$ cat src/rtl/core/sfc_pkg.sv
// shared types, constants and crc helper for the scope frame encoder
`timescale 1ns / 1ps

package sfc_pkg;

  localparam int SAMPLE_W    = 16;
  localparam int BYTE_W      = 8;
  localparam int NUM_CH      = 4;
  localparam int DATA_BYTES  = 8;
  localparam int FRAME_BYTES = 10;
  localparam int IDX_W       = 4;
  localparam int Q_DEPTH     = 2;
  localparam int Q_PTR_W     = (Q_DEPTH > 1) ? $clog2(Q_DEPTH) : 1;
  localparam int Q_CNT_W     = $clog2(Q_DEPTH + 1);

  localparam logic [15:0] CRC_INIT = 16'hFFFF;
  localparam logic [15:0] CRC_POLY = 16'hA001;

  // byte positions inside the frame
  localparam logic [IDX_W-1:0] IDX_FIRST  = 4'd0;
  localparam logic [IDX_W-1:0] IDX_CRC_LO = 4'd8;
  localparam logic [IDX_W-1:0] IDX_CRC_HI = 4'd9;

  typedef logic [NUM_CH*SAMPLE_W-1:0] frame_data_t;

  typedef struct packed {
    logic not_empty;
    logic full;
  } q_status_t;

  // reflected crc-16 update over one byte, lsb first
  function automatic logic [15:0] crc16_byte(input logic [15:0] crc_in,
                                             input logic [BYTE_W-1:0] data);
    logic [15:0] c;
    c = crc_in ^ {8'h00, data};
    for (int i = 0; i < BYTE_W; i++) begin
      if (c[0]) begin
        c = (c >> 1) ^ CRC_POLY;
      end else begin
        c = c >> 1;
      end
    end
    return c;
  endfunction

endpackage

$ cat src/rtl/core/sfc_queue.sv
// front part: takes sample words and holds them until the serializer is free
`timescale 1ns / 1ps

module sfc_queue (
  input  logic                 clk,
  input  logic                 rst,
  input  logic                 push,
  input  sfc_pkg::frame_data_t push_data,
  input  logic                 pop,
  output sfc_pkg::frame_data_t head,
  output sfc_pkg::q_status_t   status
);

  sfc_pkg::frame_data_t entries [sfc_pkg::Q_DEPTH];
  logic [sfc_pkg::Q_PTR_W-1:0] wr_ptr;
  logic [sfc_pkg::Q_PTR_W-1:0] rd_ptr;
  logic [sfc_pkg::Q_CNT_W-1:0] count;

  logic do_push;
  logic do_pop;

  assign status.full      = (count == sfc_pkg::Q_CNT_W'(sfc_pkg::Q_DEPTH));
  assign status.not_empty = (count != '0);
  assign do_push = push && !status.full;
  assign do_pop  = pop && status.not_empty;
  assign head    = entries[rd_ptr];

  always_ff @(posedge clk) begin
    if (do_push) begin
      entries[wr_ptr] <= push_data;
    end
  end

  always_ff @(posedge clk) begin
    if (rst) begin
      wr_ptr <= '0;
      rd_ptr <= '0;
      count  <= '0;
    end else begin
      if (do_push) begin
        wr_ptr <= (wr_ptr == sfc_pkg::Q_PTR_W'(sfc_pkg::Q_DEPTH - 1)) ? '0 : wr_ptr + 1'b1;
      end
      if (do_pop) begin
        rd_ptr <= (rd_ptr == sfc_pkg::Q_PTR_W'(sfc_pkg::Q_DEPTH - 1)) ? '0 : rd_ptr + 1'b1;
      end
      case ({do_push, do_pop})
        2'b10:   count <= count + 1'b1;
        2'b01:   count <= count - 1'b1;
        default: count <= count;
      endcase
    end
  end

endmodule

$ cat src/rtl/core/sfc_back.sv
// back part: serializes one sample word into ten frame bytes with running crc
`timescale 1ns / 1ps

module sfc_back (
  input  logic                      clk,
  input  logic                      rst,
  input  sfc_pkg::q_status_t        q_status,
  input  sfc_pkg::frame_data_t      head,
  output logic                      pop,
  output logic                      byte_strobe,
  output logic [sfc_pkg::BYTE_W-1:0] frame_byte,
  output logic                      frame_end
);

  logic                         active;
  logic [sfc_pkg::IDX_W-1:0]    idx;
  sfc_pkg::frame_data_t         data;
  logic [15:0]                  crc;

  logic last;
  logic load;

  assign last = active && (idx == sfc_pkg::IDX_CRC_HI);
  assign load = (!active || last) && q_status.not_empty;
  assign pop  = load;

  assign byte_strobe = active;
  assign frame_end   = last;

  always_comb begin
    case (idx)
      sfc_pkg::IDX_CRC_LO: frame_byte = crc[7:0];
      sfc_pkg::IDX_CRC_HI: frame_byte = crc[15:8];
      default:             frame_byte = data[sfc_pkg::BYTE_W-1:0];
    endcase
  end

  always_ff @(posedge clk) begin
    if (load) begin
      data <= head;
      crc  <= sfc_pkg::CRC_INIT;
    end else if (active && idx < sfc_pkg::IDX_CRC_LO) begin
      data <= data >> sfc_pkg::BYTE_W;
      crc  <= sfc_pkg::crc16_byte(crc, data[sfc_pkg::BYTE_W-1:0]);
    end
  end

  always_ff @(posedge clk) begin
    if (rst) begin
      active <= 1'b0;
      idx    <= sfc_pkg::IDX_FIRST;
    end else if (load) begin
      active <= 1'b1;
      idx    <= sfc_pkg::IDX_FIRST;
    end else if (last) begin
      active <= 1'b0;
      idx    <= sfc_pkg::IDX_FIRST;
    end else if (active) begin
      idx    <= idx + 1'b1;
    end
  end

endmodule

$ cat src/rtl/core/scope_frame_crc16_encoder.sv
// top level: four-channel scope frame encoder with crc-16/modbus trailer
`timescale 1ns / 1ps
// the first byte of a frame is on the ports once its word has been written into
//   the queue and then loaded into the serializer
// output: one byte per cycle while a frame is going out, ten bytes per frame,
//   set by the single byte output of the serializer
// a two-entry queue lets words be taken while a frame is going out
// reset (synchronous, active high) empties the queue and idles the serializer

module scope_frame_crc16_encoder (
  input  logic        clk,
  input  logic        rst,
  input  logic        start,
  output logic        busy,
  input  logic [15:0] sample_a,
  input  logic [15:0] sample_b,
  input  logic [15:0] sample_c,
  input  logic [15:0] sample_d,
  output logic        byte_strobe,
  output logic [7:0]  frame_byte,
  output logic        frame_end
);

  sfc_pkg::frame_data_t word_in;
  sfc_pkg::frame_data_t q_head;
  sfc_pkg::q_status_t   q_status;
  logic                 q_pop;
  logic                 accept;

  // low byte of sample a goes out first, so it sits at the bottom
  assign word_in = {sample_d, sample_c, sample_b, sample_a};

  // busy only when both queue slots hold words
  assign busy   = q_status.full;
  assign accept = start && !busy;

  sfc_queue u_queue (
    .clk       (clk),
    .rst       (rst),
    .push      (accept),
    .push_data (word_in),
    .pop       (q_pop),
    .head      (q_head),
    .status    (q_status)
  );

  // serializer: eight data bytes feed the crc, then crc low and high
  sfc_back u_back (
    .clk         (clk),
    .rst         (rst),
    .q_status    (q_status),
    .head        (q_head),
    .pop         (q_pop),
    .byte_strobe (byte_strobe),
    .frame_byte  (frame_byte),
    .frame_end   (frame_end)
  );

  // end of frame only on a strobed byte
  assert property (@(posedge clk) disable iff (rst) frame_end |-> byte_strobe)
    else $error("frame_end without byte_strobe");

  // bytes of one frame come out without gaps
  assert property (@(posedge clk) disable iff (rst)
    (byte_strobe && !frame_end) |=> byte_strobe)
    else $error("gap inside a frame");

  // two frame ends are never adjacent
  assert property (@(posedge clk) disable iff (rst) frame_end |=> !frame_end)
    else $error("frame shorter than ten bytes");

  // a frame starting from idle never begins with its last byte
  assert property (@(posedge clk) disable iff (rst) $rose(byte_strobe) |-> !frame_end)
    else $error("frame started on its last byte");

endmodule
$ cat config.mk
export PLATFORM = sky130hd
export DESIGN_NAME = scope_frame_crc16_encoder
export DESIGN_NICKNAME = d
export VERILOG_FILES = /design/src/rtl/core/sfc_pkg.sv /design/src/rtl/core/sfc_queue.sv /design/src/rtl/core/sfc_back.sv /design/src/rtl/core/scope_frame_crc16_encoder.sv
export SDC_FILE = /design/constraint.sdc
export NUM_CORES = 1
export LEC_CHECK = 0
export ABC_CLOCK_PERIOD_IN_PS = 15460
export BUFFER_PORTS_ARGS = -buffer_cell sky130_fd_sc_hd__buf_2
export CAP_MARGIN = 20
export CORE_MARGIN = 3
export CORE_UTILIZATION = 45
export CTS_CLUSTER_DIAMETER = 80
export DETAILED_ROUTE_END_ITERATION = 6
export SETUP_SLACK_MARGIN = 0.2
export SYNTH_ARGS = -nofsm -noshare
export SYNTH_HDL_FRONTEND = slang
export SYNTH_SLANG_ARGS = --single-unit
$ cat constraint.sdc
create_clock -name clk -period 15.46 [get_ports clk]
set_input_delay 0.773 -clock clk [delete_from_list [all_inputs] [get_ports clk]]
set_output_delay 0.773 -clock clk [all_outputs]
set_load 0.01 [all_outputs]
==> summary.txt <==
Setup path
  – Worst reg2reg path depth: 10
  – Worst Path Class, Setup: flop to flop
  – Setup crit start: u_back.idx[1]$_SDFFE_PP0P_
  – Crit path cell chain: inv_1, ha_1, and3b_1, nand2b_1, o21ai_4, buf_4, inv_2, ha_1, or3_1, a21oi_1
  – CP required: 15880 ps
  – CP bufs+invs: 3
  – Crit path largest cell delay: between 700 and 800 ps
  – Critical Path Start Type: flop
  – Top cell family by delay on the critical path: buffers and inverters
  – FF-to-FF setup slack: 12040 ps
  – Levels on crit path: 10
  – Data arrival, critical path: between 3000 and 4000 ps
  – Crit-path max FO: approximately 120
  – R2r startpoint: u_back.idx[1]$_SDFFE_PP0P_
  – Crit end category: flop
  – Slowest library cell on the worst path: buf_4
  – Reg-to-Reg End: u_queue.count[1]$_SDFFE_PP0P_
  – Most used cell, CP: ha_1

Min path
  – Hold endpoint: u_queue.entries[0][29]$_DFFE_PP_
  – HP Class: input port to flop
  – Worst Min Path Start: sample_b[13]
  – Hold depth: 1

Cells and area
  – Post-route cell area: around 9700 sq um
  – Area delta synth->final: 16.7%
  – Fin nets: roughly 710
  – Layout cells sized above 1: ~18%
  – Final design utilization: between 50% and 60%
  – # diodes: 0

Clocking
  – Post-cts resize count: 0
  – CTS Root Cell: clkbuf_16
  – Clock Pin Slew Worst Setup and Hold Paths: 60 ps
  – H-Tree Depth: 1
  – Deepest clock path buffer count: 3
  – Worst skew pair latency: 490 ps
  – Post-CTS Hold Fix Bufs: 0
  – # clock sinks: between 200 and 250
  – Setup Fix Bufs, Post-CTS: 0
  – CTS tree: done
  – CTS Buf Count: 23

Logic synthesis
  – Syn Nets: roughly 630
  – Top cell type by total area after synthesis: edfxtp_1
  – Synth Flop Type: edfxtp_1
  – Post-Syn Instances: about 560
  – Syn avg cell area: ~15 sq um
  – #FFs+latches synth: about 220
  – Synth async-reset ratio: 0%
  – Area contributors post-synth: edfxtp_1 69%, mux2i_1 7.8%, dfxtp_1 6.2%, o21ai_0 3.8%, nand2_1 3.6%
  – Top post-synthesis cells by count: 192 x edfxtp_1, 79 x nand2_1, 65 x mux2i_1
  – Yosys top cell area share: 69.1%
  – Post-synth EDFFs: approximately 190
  – Synthesized area: between 8000 and 9000 sq um
  – Most common cell in the netlist: edfxtp_1
  – Synth unique cells: 28
  – Post-synthesis sequential area ratio: about 75%
  – Ys Warns: 0

Routing
  – Via count: 4429
  – DRT iter0 DRCs: between 300 and 400
  – Vias per inst: between 5 and 6
  – WL per Instance: about 16 um
  – Total routed wirelength: 14400 um
  – DR DRC count: 0
  – Routed Antenna Nets: 0
  – DRT Pass-1 Iters: 4

Timing
  – Fin crit share: 22.1%
  – Slew Limit Headroom: between 30% and 40%
  – Max Clk Rate: about 0.3 GHz
  – Fin crit period: 3420 ps
  – RSZ-0062 raised after global routing: no
  – Final Hold Viols: 0
  – Final setup TNS: 0 ps
  – Final count of pins violating max slew: 0
  – Worst Clk Skew: approximately 7.6 ps
  – Finish-stage setup viols: 0
  – Worst slew pin tran: a little over 1000 ps

Placement
  – Number of I/O port buffers: 77
  – Post-detail-place hpwl: ~9000 um
  – Placed instance area: 8980 sq um
  – Final Wtd Congestion: roughly 0.77

Power and ir drop
  – Maximum vdd drop: 0.000100 V
  – Cell Pwr Density: ~220 nW/um^2
  – Leakage: 0.00353 uW

Global routing
  – Antenna violations before repair: 1
  – First-pass GRT wire length: roughly 23000 um
  – Largest net degree at the start of global routing: 123
  – GR Overflow Total: 0
  – Vias in the first global route: about 4500
  – Tot GR Track Use: about 14%

Floorplan
  – Row Count: 49
  – Core area: about 18000 sq um
  – Die footprint: 20200 sq um
  – Initial core utilization: 46.1%
  – Die height: approximately 140 um
  – I/O pins: a little under 80
  – Horiz. Die Dim: around 140 um

Status
  – Status: completed

Run
  – Number of max-cap violations: 0
==> per-stage QoR <==
stage	hold slack, ps	instances	setup slack, ps	total power (uW)
floorplan	448	556	9540	1480
global placement	463	840	12100	1620
detailed placement	484	840	11960	1640
CTS	443	882	11970	2170
global route	440	883	11720	2280
finish	466	883	12040	2140
==> cells in the final DEF, fill, tap and decap left out, types with 2 or more instances in the layout <==
cell,synthesis,final
edfxtp_1,192,192
nand2_1,79,79
buf_2,1,77
mux2i_1,65,65
o21ai_0,63,62
dfxtp_1,26,25
nor2_1,25,24
clkbuf_16,0,23
xnor2_1,19,19
a21oi_1,12,12
nor3_1,10,10
a22oi_1,8,8
xor2_1,7,7
clkbuf_1,17,7
clkinv_1,0,6
buf_4,0,5
inv_1,4,4
ha_1,4,4
and3b_1,2,2
nand2b_1,2,2
o21ai_4,0,2
or3_1,2,2
clkbuf_8,0,2
bufinv_16,0,2
==> kinds of logic after synthesis <==
kind of cell,share of synthesized area (%)
fa+ha+maj,0.600
simple gates,6.01
mux,7.80
flops,75.3
xor+xnor,3.28
buf+inv,1.45
compound gates,5.50
==> state kept, by name (all words and copies together) (netlist names), named ones only <==
name and count:
u_queue.rd_ptr 1, u_back.byte_strobe 1, u_queue.wr_ptr 1, u_queue.entries 128, u_back.idx 4, u_queue.count 2, u_back.data 64, u_back.crc 16
==> worst max path at each step <==
stage                                         end  slack (ps)
floorplan              u_back.crc[0]$_SDFFE_PP1P_        9540
global placement    u_queue.count[1]$_SDFFE_PP0P_       12100
detailed placement  u_queue.count[1]$_SDFFE_PP0P_       11960
CTS                 u_queue.count[1]$_SDFFE_PP0P_       11970
global route        u_queue.count[1]$_SDFFE_PP0P_       11720
finish              u_queue.count[1]$_SDFFE_PP0P_       12040
==> cell type report <==
| cell class | count | area (sq um) |
|---|---|---|
| sequential | 218 | 6290 |
| clock inverter | 10 | 96.3 |
| tap | 229 | 287 |
| timing repair buffer | 83 | 450 |
| clock buffer | 32 | 629 |
| multi-input combinational | 306 | 1970 |
| fill | 1466 | 8350 |
| inverter | 5 | 18.8 |
==> metal layers <==
| metal | GRT usage (%) | up-vias | part of all wire [%] |
|---|---|---|---|
| met5 | 0 | - | 0.090 |
| li1 | - | 2210 | - |
| met1 | 18.4 | 2105 | 43 |
| met4 | 3.59 | 2 | 2.0 |
| met3 | 3.06 | 30 | 3.9 |
| met2 | 25.3 | 82 | 51 |
==> power by group <==
| part | switching (uW) | internal (uW) |
|---|---|---|
| sequential | 85.6 | 892 |
| combinational | 366 | 275 |
| clock | 206 | 317 |
| total | 657 | 1480 |
==> worst register-to-register path, delay by kind of cell (launching register included) <==
family	cells	cell delay [ps]
adders and majority gates	2	600
DFF	1	370
AOI/OAI and AO/OA	2	220
and+or+nand+nor	3	930
buffers and inverters	3	1230
No activity file was read; power rests on OpenSTA's default activity.
